===== config.mk =====
export PLATFORM = sky130hd
export DESIGN_NAME = integer_to_roman_encoder
export DESIGN_NICKNAME = d
export VERILOG_FILES = /design/src/rtl/core/i2r_pkg.sv /design/src/rtl/core/i2r_front.sv /design/src/rtl/core/i2r_fifo.sv /design/src/rtl/core/i2r_back.sv /design/src/rtl/core/integer_to_roman_encoder.sv
export SDC_FILE = /design/constraint.sdc
export NUM_CORES = 1
export LEC_CHECK = 0
export ABC_CLOCK_PERIOD_IN_PS = 7490
export BUFFER_PORTS_ARGS = -buffer_cell sky130_fd_sc_hd__buf_2
export CAP_MARGIN = 20
export CORE_MARGIN = 1.5
export CORE_UTILIZATION = 35
export CTS_CLUSTER_SIZE = 10
export DETAILED_ROUTE_END_ITERATION = 12
export PLACE_DENSITY_LB_ADDON = 0.25
export SYNTH_ARGS = -nofsm -noshare
export SYNTH_HDL_FRONTEND = slang
export SYNTH_HIERARCHICAL = 1
export SYNTH_SLANG_ARGS = --single-unit

===== constraint.sdc =====
create_clock -name clk -period 7.49 [get_ports clk]
set_input_delay 0.3745 -clock clk [delete_from_list [all_inputs] [get_ports clk]]
set_output_delay 0.3745 -clock clk [all_outputs]
set_load 0.1 [all_outputs]

===== src/rtl/core/i2r_pkg.sv =====
// shared types, constants and numeral tables for the roman numeral encoder
`default_nettype none

package i2r_pkg;

    localparam int VALUE_W  = 12;
    localparam int LETTER_W = 7;
    localparam int VALUE_MAX = 3999;

    // reciprocal multipliers for the decimal digit split
    localparam int THOU_RECIP  = 8389;
    localparam int THOU_SHIFT  = 23;
    localparam int THOU_WEIGHT = 1000;
    localparam int HUND_RECIP  = 41;
    localparam int HUND_SHIFT  = 12;
    localparam int HUND_WEIGHT = 100;
    localparam int TENS_RECIP  = 205;
    localparam int TENS_SHIFT  = 11;
    localparam int TENS_WEIGHT = 10;

    localparam int FIFO_DEPTH = 2;
    localparam int FIFO_PTR_W = $clog2(FIFO_DEPTH);
    localparam int FIFO_CNT_W = $clog2(FIFO_DEPTH + 1);

    localparam logic [LETTER_W-1:0] CHAR_I = 7'h49;
    localparam logic [LETTER_W-1:0] CHAR_V = 7'h56;
    localparam logic [LETTER_W-1:0] CHAR_X = 7'h58;
    localparam logic [LETTER_W-1:0] CHAR_L = 7'h4C;
    localparam logic [LETTER_W-1:0] CHAR_C = 7'h43;
    localparam logic [LETTER_W-1:0] CHAR_D = 7'h44;
    localparam logic [LETTER_W-1:0] CHAR_M = 7'h4D;

    typedef struct packed {
        logic [1:0] thou;
        logic [3:0] hund;
        logic [3:0] tens;
        logic [3:0] ones;
    } i2r_digits_t;

    typedef enum logic [1:0] {
        PLACE_THOU,
        PLACE_HUND,
        PLACE_TENS,
        PLACE_ONES
    } i2r_place_t;

    typedef enum logic [1:0] {
        SYM_ONE,
        SYM_FIVE,
        SYM_TEN
    } i2r_sym_t;

    // characters in the numeral of one decimal digit
    function automatic logic [2:0] digit_len(input logic [3:0] d);
        logic [2:0] len;
        case (d)
            4'd1:    len = 3'd1;
            4'd2:    len = 3'd2;
            4'd3:    len = 3'd3;
            4'd4:    len = 3'd2;
            4'd5:    len = 3'd1;
            4'd6:    len = 3'd2;
            4'd7:    len = 3'd3;
            4'd8:    len = 3'd4;
            4'd9:    len = 3'd2;
            default: len = 3'd0;
        endcase
        return len;
    endfunction

    function automatic i2r_sym_t digit_sym(input logic [3:0] d, input logic [1:0] pos);
        i2r_sym_t sym;
        case (d)
            4'd4:    sym = (pos == 2'd0) ? SYM_ONE : SYM_FIVE;
            4'd5,
            4'd6,
            4'd7,
            4'd8:    sym = (pos == 2'd0) ? SYM_FIVE : SYM_ONE;
            4'd9:    sym = (pos == 2'd0) ? SYM_ONE : SYM_TEN;
            default: sym = SYM_ONE;
        endcase
        return sym;
    endfunction

    function automatic logic [LETTER_W-1:0] numeral_letter(input i2r_place_t place,
                                                           input i2r_sym_t sym);
        logic [LETTER_W-1:0] ch;
        case (place)
            PLACE_HUND: ch = (sym == SYM_ONE) ? CHAR_C : (sym == SYM_FIVE) ? CHAR_D : CHAR_M;
            PLACE_TENS: ch = (sym == SYM_ONE) ? CHAR_X : (sym == SYM_FIVE) ? CHAR_L : CHAR_C;
            PLACE_ONES: ch = (sym == SYM_ONE) ? CHAR_I : (sym == SYM_FIVE) ? CHAR_V : CHAR_X;
            default:    ch = CHAR_M;
        endcase
        return ch;
    endfunction

endpackage

`default_nettype wire


===== src/rtl/core/i2r_front.sv =====
// input side: saturates the value and splits it into decimal digits
`default_nettype none

module i2r_front (
    input  logic                          clk,
    input  logic                          rst_n,
    input  logic                          in_valid,
    output logic                          in_stall,
    input  logic [i2r_pkg::VALUE_W-1:0]   value,
    output logic                          push,
    output i2r_pkg::i2r_digits_t          push_data,
    input  logic                          full
);
    import i2r_pkg::*;

    typedef enum logic [1:0] {
        F_IDLE,
        F_THOU,
        F_HUND,
        F_TENS
    } state_t;

    state_t               state_reg, state_next;
    logic [VALUE_W-1:0]   rest_reg, rest_next;
    logic [1:0]           thou_reg, thou_next;
    logic [3:0]           hund_reg, hund_next;

    logic [VALUE_W-1:0]   value_sat;
    logic [25:0]          thou_prod;
    logic [15:0]          hund_prod;
    logic [14:0]          tens_prod;
    logic [1:0]           thou_q;
    logic [3:0]           hund_q;
    logic [3:0]           tens_q;
    logic [3:0]           ones_q;

    assign value_sat = (value > VALUE_W'(VALUE_MAX)) ? VALUE_W'(VALUE_MAX) : value;

    assign thou_prod = 26'(rest_reg) * 26'(THOU_RECIP);
    assign hund_prod = 16'(rest_reg[9:0]) * 16'(HUND_RECIP);
    assign tens_prod = 15'(rest_reg[6:0]) * 15'(TENS_RECIP);

    assign thou_q = thou_prod[THOU_SHIFT +: 2];
    assign hund_q = hund_prod[HUND_SHIFT +: 4];
    assign tens_q = tens_prod[TENS_SHIFT +: 4];
    assign ones_q = 4'(rest_reg - VALUE_W'(tens_q) * VALUE_W'(TENS_WEIGHT));

    assign in_stall  = (state_reg != F_IDLE);
    assign push      = (state_reg == F_TENS) && !full;
    assign push_data = '{thou: thou_reg, hund: hund_reg, tens: tens_q, ones: ones_q};

    always_comb
    begin
        state_next = state_reg;
        rest_next  = rest_reg;
        thou_next  = thou_reg;
        hund_next  = hund_reg;
        case (state_reg)
            F_IDLE:
            begin
                if (in_valid)
                begin
                    rest_next  = value_sat;
                    state_next = F_THOU;
                end
            end
            F_THOU:
            begin
                thou_next  = thou_q;
                rest_next  = rest_reg - VALUE_W'(thou_q) * VALUE_W'(THOU_WEIGHT);
                state_next = F_HUND;
            end
            F_HUND:
            begin
                hund_next  = hund_q;
                rest_next  = rest_reg - VALUE_W'(hund_q) * VALUE_W'(HUND_WEIGHT);
                state_next = F_TENS;
            end
            F_TENS:
            begin
                if (!full)
                begin
                    state_next = F_IDLE;
                end
            end
            default:
            begin
                state_next = F_IDLE;
            end
        endcase
    end

    always_ff @(posedge clk or negedge rst_n)
    begin
        if (!rst_n)
        begin
            state_reg <= F_IDLE;
            rest_reg  <= '0;
            thou_reg  <= '0;
            hund_reg  <= '0;
        end
        else
        begin
            state_reg <= state_next;
            rest_reg  <= rest_next;
            thou_reg  <= thou_next;
            hund_reg  <= hund_next;
        end
    end

    // digit split must land in decimal range
    assert property (@(posedge clk) disable iff (!rst_n)
        (state_reg == F_TENS) |-> (hund_reg <= 4'd9) && (tens_q <= 4'd9) && (ones_q <= 4'd9))
        else $error("front digit split out of range");

endmodule

`default_nettype wire


===== src/rtl/core/i2r_fifo.sv =====
// short queue of digit sets between front and back
`default_nettype none

module i2r_fifo (
    input  logic                  clk,
    input  logic                  rst_n,
    input  logic                  push,
    input  i2r_pkg::i2r_digits_t  wr_data,
    output logic                  full,
    input  logic                  pop,
    output i2r_pkg::i2r_digits_t  rd_data,
    output logic                  empty
);
    import i2r_pkg::*;

    i2r_digits_t            entry_reg [FIFO_DEPTH];
    logic [FIFO_PTR_W-1:0]  wr_ptr_reg, wr_ptr_next;
    logic [FIFO_PTR_W-1:0]  rd_ptr_reg, rd_ptr_next;
    logic [FIFO_CNT_W-1:0]  count_reg, count_next;

    assign full    = (count_reg == FIFO_CNT_W'(FIFO_DEPTH));
    assign empty   = (count_reg == '0);
    assign rd_data = entry_reg[rd_ptr_reg];

    always_comb
    begin
        wr_ptr_next = wr_ptr_reg;
        rd_ptr_next = rd_ptr_reg;
        count_next  = count_reg;
        if (push)
        begin
            wr_ptr_next = (wr_ptr_reg == FIFO_PTR_W'(FIFO_DEPTH - 1)) ? '0 : wr_ptr_reg + 1'b1;
        end
        if (pop)
        begin
            rd_ptr_next = (rd_ptr_reg == FIFO_PTR_W'(FIFO_DEPTH - 1)) ? '0 : rd_ptr_reg + 1'b1;
        end
        if (push && !pop)
        begin
            count_next = count_reg + 1'b1;
        end
        else if (pop && !push)
        begin
            count_next = count_reg - 1'b1;
        end
    end

    always_ff @(posedge clk or negedge rst_n)
    begin
        if (!rst_n)
        begin
            wr_ptr_reg <= '0;
            rd_ptr_reg <= '0;
            count_reg  <= '0;
        end
        else
        begin
            wr_ptr_reg <= wr_ptr_next;
            rd_ptr_reg <= rd_ptr_next;
            count_reg  <= count_next;
        end
    end

    always_ff @(posedge clk)
    begin
        if (push)
        begin
            entry_reg[wr_ptr_reg] <= wr_data;
        end
    end

    assert property (@(posedge clk) disable iff (!rst_n) !(push && full) && !(pop && empty))
        else $error("queue overflow or underflow");

endmodule

`default_nettype wire


===== src/rtl/core/i2r_back.sv =====
// output side: walks the digits and emits one numeral character per transfer
`default_nettype none

module i2r_back (
    input  logic                                 clk,
    input  logic                                 rst_n,
    input  i2r_pkg::i2r_digits_t                 rd_data,
    input  logic                                 empty,
    output logic                                 pop,
    output logic                                 out_valid,
    input  logic                                 out_stall,
    output logic [i2r_pkg::LETTER_W-1:0]         letter,
    output logic                                 last
);
    import i2r_pkg::*;

    typedef enum logic {
        B_IDLE,
        B_RUN
    } state_t;

    state_t                 state_reg, state_next;
    i2r_digits_t            digits_reg, digits_next;
    i2r_place_t             place_reg, place_next;
    logic [1:0]             pos_reg, pos_next;
    logic                   out_valid_reg, out_valid_next;
    logic [LETTER_W-1:0]    letter_reg, letter_next;
    logic                   last_reg, last_next;

    logic [3:0]             cur_digit;
    logic [2:0]             cur_len;
    logic                   lower_zero;
    logic                   out_free;
    logic                   emit;
    logic                   skip;
    logic                   char_end;
    logic                   emit_last;

    always_comb
    begin
        case (place_reg)
            PLACE_THOU:
            begin
                cur_digit  = {2'b00, digits_reg.thou};
                lower_zero = (digits_reg.hund == '0) && (digits_reg.tens == '0)
                             && (digits_reg.ones == '0);
            end
            PLACE_HUND:
            begin
                cur_digit  = digits_reg.hund;
                lower_zero = (digits_reg.tens == '0) && (digits_reg.ones == '0);
            end
            PLACE_TENS:
            begin
                cur_digit  = digits_reg.tens;
                lower_zero = (digits_reg.ones == '0);
            end
            default:
            begin
                cur_digit  = digits_reg.ones;
                lower_zero = 1'b1;
            end
        endcase
    end

    assign cur_len   = digit_len(cur_digit);
    assign out_free  = !out_valid_reg || !out_stall;
    assign skip      = (state_reg == B_RUN) && (cur_len == '0);
    assign emit      = (state_reg == B_RUN) && (cur_len != '0) && out_free;
    assign char_end  = ({1'b0, pos_reg} == cur_len - 3'd1);
    assign emit_last = char_end && lower_zero;
    assign pop       = (state_reg == B_IDLE) && !empty;

    assign out_valid = out_valid_reg;
    assign letter    = letter_reg;
    assign last      = last_reg;

    always_comb
    begin
        state_next     = state_reg;
        digits_next    = digits_reg;
        place_next     = place_reg;
        pos_next       = pos_reg;
        out_valid_next = out_valid_reg;
        letter_next    = letter_reg;
        last_next      = last_reg;
        case (state_reg)
            B_IDLE:
            begin
                if (pop)
                begin
                    digits_next = rd_data;
                    place_next  = PLACE_THOU;
                    pos_next    = '0;
                    state_next  = B_RUN;
                end
            end
            B_RUN:
            begin
                if (skip)
                begin
                    // zero digit contributes no characters
                    if (place_reg == PLACE_ONES)
                    begin
                        state_next = B_IDLE;
                    end
                    else
                    begin
                        place_next = i2r_place_t'(place_reg + 2'd1);
                    end
                end
                else if (emit)
                begin
                    if (emit_last)
                    begin
                        state_next = B_IDLE;
                    end
                    else if (char_end)
                    begin
                        pos_next   = '0;
                        place_next = i2r_place_t'(place_reg + 2'd1);
                    end
                    else
                    begin
                        pos_next = pos_reg + 2'd1;
                    end
                end
            end
            default:
            begin
                state_next = B_IDLE;
            end
        endcase

        if (emit)
        begin
            out_valid_next = 1'b1;
            letter_next    = numeral_letter(place_reg, digit_sym(cur_digit, pos_reg));
            last_next      = emit_last;
        end
        else if (!out_stall)
        begin
            out_valid_next = 1'b0;
        end
    end

    always_ff @(posedge clk or negedge rst_n)
    begin
        if (!rst_n)
        begin
            state_reg     <= B_IDLE;
            digits_reg    <= '0;
            place_reg     <= PLACE_THOU;
            pos_reg       <= '0;
            out_valid_reg <= 1'b0;
            letter_reg    <= '0;
            last_reg      <= 1'b0;
        end
        else
        begin
            state_reg     <= state_next;
            digits_reg    <= digits_next;
            place_reg     <= place_next;
            pos_reg       <= pos_next;
            out_valid_reg <= out_valid_next;
            letter_reg    <= letter_next;
            last_reg      <= last_next;
        end
    end

    assert property (@(posedge clk) disable iff (!rst_n)
        (emit && !emit_last) |=> (state_reg == B_RUN) && out_valid_reg && !last_reg)
        else $error("back stopped before final character");

    assert property (@(posedge clk) disable iff (!rst_n)
        (emit && emit_last) |=> (state_reg == B_IDLE) && out_valid_reg && last_reg)
        else $error("final character not marked or back still running");

endmodule

`default_nettype wire


===== src/rtl/core/integer_to_roman_encoder.sv =====
// top level of the integer to roman numeral encoder
//
// Takes one 12-bit unsigned value per input transfer (values above 3999 are
// treated as 3999) and sends its subtractive roman numeral as ASCII
// characters, one per output transfer, most significant first, with last set
// on the final character; a value of zero sends nothing. The front end splits
// each value into decimal digits through its thousands, hundreds and tens
// states, and hands the digits to the back end through a two-entry queue. The
// back end sends at most one character per cycle: it loads a value from the
// queue only when idle, then spends a step on each character and on each zero
// digit ahead of its final character; 3888 gives the longest numeral, with 15
// characters. A character waiting under stall holds the back end, while the
// queue lets the front end go on splitting values until the queue is full.
`default_nettype none

module integer_to_roman_encoder (
    input  logic                                clk,
    input  logic                                rst_n,
    input  logic                                in_valid,
    output logic                                in_stall,
    input  logic [i2r_pkg::VALUE_W-1:0]         value,
    output logic                                out_valid,
    input  logic                                out_stall,
    output logic [i2r_pkg::LETTER_W-1:0]        letter,
    output logic                                last
);
    import i2r_pkg::*;

    logic         push;
    logic         pop;
    logic         full;
    logic         empty;
    i2r_digits_t  push_data;
    i2r_digits_t  rd_data;

    i2r_front u_front (
        .clk       (clk),
        .rst_n     (rst_n),
        .in_valid  (in_valid),
        .in_stall  (in_stall),
        .value     (value),
        .push      (push),
        .push_data (push_data),
        .full      (full)
    );

    i2r_fifo u_fifo (
        .clk     (clk),
        .rst_n   (rst_n),
        .push    (push),
        .wr_data (push_data),
        .full    (full),
        .pop     (pop),
        .rd_data (rd_data),
        .empty   (empty)
    );

    i2r_back u_back (
        .clk       (clk),
        .rst_n     (rst_n),
        .rd_data   (rd_data),
        .empty     (empty),
        .pop       (pop),
        .out_valid (out_valid),
        .out_stall (out_stall),
        .letter    (letter),
        .last      (last)
    );

endmodule

`default_nettype wire

# Yosys cells after proc, flatten, opt, wreduce, memory -nomap -nowiden
# Memories as Yosys holds them, arrays and structs flattened. A register that Yosys moved wholly into a read port is not among the register bits.
# Cells that the tools add are included.
# classes
n_addsub	10
multipliers	6
order_cmp	1
n_eq_ne	26
mux	46
bitwise	1
n_reduce_logical	38
# ops
cell	count
12-bit one-hot mux with 3 select lines	1
2-bit two-way mux	16
12-bit by 14-bit multiplier with 25-bit output, second input constant	1
12-bit two-way mux	2
7-bit two-way mux	3
7-bit one-hot mux with 3 select lines	1
4-bit by 3-bit == test with 1-bit output, second input constant	4
10-bit by 6-bit multiplier with 16-bit output, second input constant	1
7-bit by 8-bit multiplier with 15-bit output, second input constant	1
1-bit two-way mux	13
12-bit greater-than comparator, second input constant	1
4-bit logical NOT	3
4-bit two-way mux	3
2-bit inequality test, second input constant	6
3-bit inequality test, second input constant	4
4-bit one-hot mux with 3 select lines	1
12-bit by 11-bit subtractor with 12-bit output	1
12-bit subtractor	1
1-bit logical AND	11
2-bit == test, second input constant	5
2-bit logical NOT	5
2-bit by 7-bit multiplier with 9-bit output, second input constant	1
4-bit by 5-bit multiplier with 9-bit output, second input constant	1
4-bit == test, second input constant	2
24 further kinds	40
# word_totals
register_bits	38
ram_bits	28
romBits	48
inputBits	16
out_inout_bits	10
elab_cells	143
memories	2
# memory_table
memory	depth	width	rd	rd_ports_with_merged_regs	wr	line_no	rtl
(no name shown)	16	3	1	0	0	i2r_pkg.sv:56	case (d)
u_fifo.entry_reg	2	14	1	1	1	i2r_fifo.sv:16	i2r_digits_t entry_reg [FIFO_DEPTH];

# Logic depth before layout (Yosys ltp)
# An unclocked memory read counts as a cell.
# depth
ltp_word	11
ltp_mapped	27
depth_no_buf	26

# Cells and area by module
# The synthesis kept the hierarchy.
# by_module_without_submodules
module	n_inst	cells_each	area_each_um2	seq_area_each_um2
i2r_front	1	553	5091.1	500.5
i2r_back	1	174	1783.0	675.6
i2r_fifo	1	60	1249.9	940.9

# Worst setup path after synthesis
# OpenSTA, ideal clock, no wires.
# synth_path
path_type	reg-to-reg
start	reg u_front.rest_reg[4]
end	reg u_front.rest_reg[11]
setup_ns	0.129
arrival_time_ns	5.357
t_required_ns	7.361
path_slack_ns	2.005
stages_incl_launch_ff	26
n_path_buf	1
synth_period_minus_slack_ns	5.485
cell_sequence	dfrtp_1 -> clkbuf_1 -> inv_1 -> ha_1 -> inv_1 -> ha_1 -> inv_1 -> fa_1 -> inv_1 -> fa_1 -> ha_1 -> ha_1 -> a21oi_1 -> o21a_1 -> o21a_2 -> a21oi_2 -> o21ai_0 -> xnor2_1 -> ha_1 -> ha_1 -> and2_1 -> a31oi_1 -> o211ai_1 -> a31oi_1 -> xor2_1 -> o21ai_1
# synth_between
elab_chain_cells	4
word_cells_on_any_way	7
classes_between	add/sub (2); mul (4); mux (1)
# synth_rtl
element	line_no	rtl
start, declared	i2r_front.sv:24	logic [VALUE_W-1:0] rest_reg, rest_next;
start signal, assigned	i2r_front.sv:105	rest_reg <= rest_next;
12-bit by 14-bit multiplier with 25-bit output / 10-bit by 6-bit multiplier with 16-bit output (equally long branches)	i2r_front.sv:39, i2r_front.sv:40	
2-bit by 7-bit multiplier with 9-bit output / 4-bit by 5-bit multiplier with 9-bit output (equally long branches)	i2r_front.sv:70, i2r_front.sv:76	
12-bit subtractor / 12-bit by 11-bit subtractor with 12-bit output (equally long branches)	i2r_front.sv:70, i2r_front.sv:76	
12-bit one-hot mux with 3 select lines *	i2r_front.sv:58	case (state_reg)
# Every way passes the cells marked *; elsewhere a longest branch is shown, timed or not.
# A chain may end at the register's enable or synchronous reset.

# Worst setup path after layout
# Ends and elaborated chain as after synthesis.

==> impl_metrics.ini <==
[status]
status = finished clean

[timing]
finalMaxSlewViolations = 0
tightestPinTransition_ns = 0.911
slew_headroom = 0.392
fin_skew_ns = 0.0118
final.setup.tns_ns = 0
timing.final.crit_share = 0.847
max_freq_mhz = 158
rsz0062_at_grt = false
setup_viol = 0
fin_crit_ns = 6.34
layout_setup_ws_ns = 1.15
hold_viol = 0

[layout]
final_common_cell = ha_1
nets = 1030
largest_register_ffs = 28
antenna_cells = 0
fillers = 2265
mostFrequentLayoutCells = 172 x ha_1, 104 x inv_1, 51 x dfrtp_1
syn2layout_area_growth_pct = 8.33
final_layout_size_suffix_gt1_frac = 0.134

[clock_network]
cts.sinks = 79
cts_max_level = 3
cts_setup_buffers = 0
insertion_delay_ns = 0.33
cts_buffer_depth = 2
cts_tree = yes
clkTransAtPathRegs_ns = 0.06
ctsRootBufferMaster = clkbuf_16
cts_buffers = 9
hold_buffers = 0
cts_resized = 0

[die]
die_w_um = 155
io_pins = 26
dieArea_sq_um = 24100
rows = 55
initial_core_util = 0.358
core_area_sq_um = 22700
die_h_um = 155

[global_routing]
grt_pass1_wl_mm = 29.2
antenna_found_initial = 0
grt_pass1_vias = 5814
grt.total_usage = 0.152
grt-ovfl-total = 0
grt_max_degree = 52

[synth]
synth_cell_type_count = 81
synth_ff_type = dfrtp_1
syn_avg_cell_area_sq_um = 10.3
yosysWarnings = 6
synth_edf_count = 28
syn_nets = 1007
async_flop_share = 0.646
synth_seq_area_share = 0.261
synthCells = 787
synth_area_sq_um = 8120
ys_ff_latch = 79

[critical_path]
path_cells = inv_1 -> ha_1 -> inv_1 -> ha_1 -> inv_1 -> fa_1 -> inv_1 -> fa_1 -> ha_1 -> ha_1 -> a21oi_1 -> o21a_1 -> o21a_2 -> a21oi_2 -> o21ai_0 -> xnor2_1 -> ha_1 -> ha_1 -> and2_1 -> a31oi_1 -> o211ai_1 -> a31oi_1 -> xor2_1 -> o21ai_1
critPathKind = reg2reg
critPathSlowestCell = dfrtp_1
max_stage_delay_ns = 0.80
cp-end-kind = flop
critPathArrivalTime_ns = 6.56
start_kind = flop
cp.required_ns = 7.70
crit_top_cell = ha_1
cp_max_fo = 17

[route]
routed_wirelength_mm = 17.3
drc_errors = 0
wl_per_cell_um = 15.8
first_pass_iters = 4
viasPerCell = 5.13
vias = 5648
drt_iter0_drc = 276
antenna_left = 0

[run]
drv_cap = 0

[place]
io_buffers = 24
hpwl_mm = 13.6
gp_congestion = 0.811
post-place-ws_ns = 1.23

[min_path]
min_path_type = in2async
metrics by stage:
stage,util,instances,hold WS [ns],instance area [sq um]
finish,0.388,1100,0.172,8800
detailed placement,0.375,1084,0.450,8510
CTS,0.388,1100,0.199,8800
global placement,0.375,1084,0.444,8510
floorplan,-,787,0.0789,8120
global route,0.388,1100,0.243,8800
critical path: cells and delay by family, from the launching register on:
kind,cells,cell delay [ns]
compound gates,9,1.49
xor+xnor,2,0.64
fa+ha+maj,8,2.65
buf+inv,4,0.43
flops,1,0.80
simple gates,1,0.21
cells by family (layout without fill, tap and decap cells):
| family | Yosys count | count (layout) | synth area share |
|---|---|---|---|
| AOI/OAI and AO/OA | 156 | 156 | 0.145 |
| xor gates and xnor gates | 30 | 30 | 0.0323 |
| adders and majority gates | 205 | 205 | 0.345 |
| buffers and inverters | 123 | 151 | 0.0650 |
| DFF | 79 | 79 | 0.261 |
| muxes | 40 | 40 | 0.0584 |
| other | 1 | 1 | 0.000462 |
| and+or+nand+nor | 153 | 153 | 0.0936 |
cell usage after synthesis, types with 10 or more instances:
cell | instances | share of area
xnor2_1 | 15 | 0.016
inv_1 | 104 | 0.048
nor2b_1 | 13 | 0.010
edfxtp_1 | 28 | 0.10
nand2_1 | 45 | 0.021
fa_1 | 32 | 0.079
xor2_1 | 15 | 0.016
a21oi_1 | 32 | 0.020
o21ai_0 | 23 | 0.014
nor3_1 | 10 | 0.0062
mux2_2 | 23 | 0.032
nor2_1 | 33 | 0.015
ha_1 | 172 | 0.26
dfrtp_1 | 51 | 0.16
path summary, 6_finish.rpt:
kind                       slack, ns                start                   end  cells past startpoint
max reg2reg                     1.15  u_front/rest_reg[4]  u_front/rest_reg[11]                     24
min                             0.17                rst_n      u_back/letter[2]                      2
min in group clk                0.25             value[1]   u_front/rest_reg[1]                      2
min reg2reg                     0.46     u_back/letter[6]      u_back/letter[6]                      1
max                             1.15  u_front/rest_reg[4]  u_front/rest_reg[11]                     24
max in group asynchronous       6.85                rst_n     u_fifo/wr_ptr_reg                      2
final cells by class:
type,count,area (sq um),share of cell area
clock inverter,5,56.3,0.00640
inverter,105,394,0.0448
sequential,79,2120,0.241
clock buffer,11,233,0.0264
timing repair buffer,30,165,0.0188
multi-input combinational,585,5480,0.623
tap,285,357,0.0405
metal layers:
metal	up-vias	global-route usage	routed length (um)
met2	77	0.258	8360
met3	19	0.0242	452
met1	2709	0.201	8260
li1	2843	-	-
met4	0	0.0372	247
met5	-	0	0
Power is not shown: default switching activity piles up to over one toggle a cycle in this logic, so the estimate is an artifact.
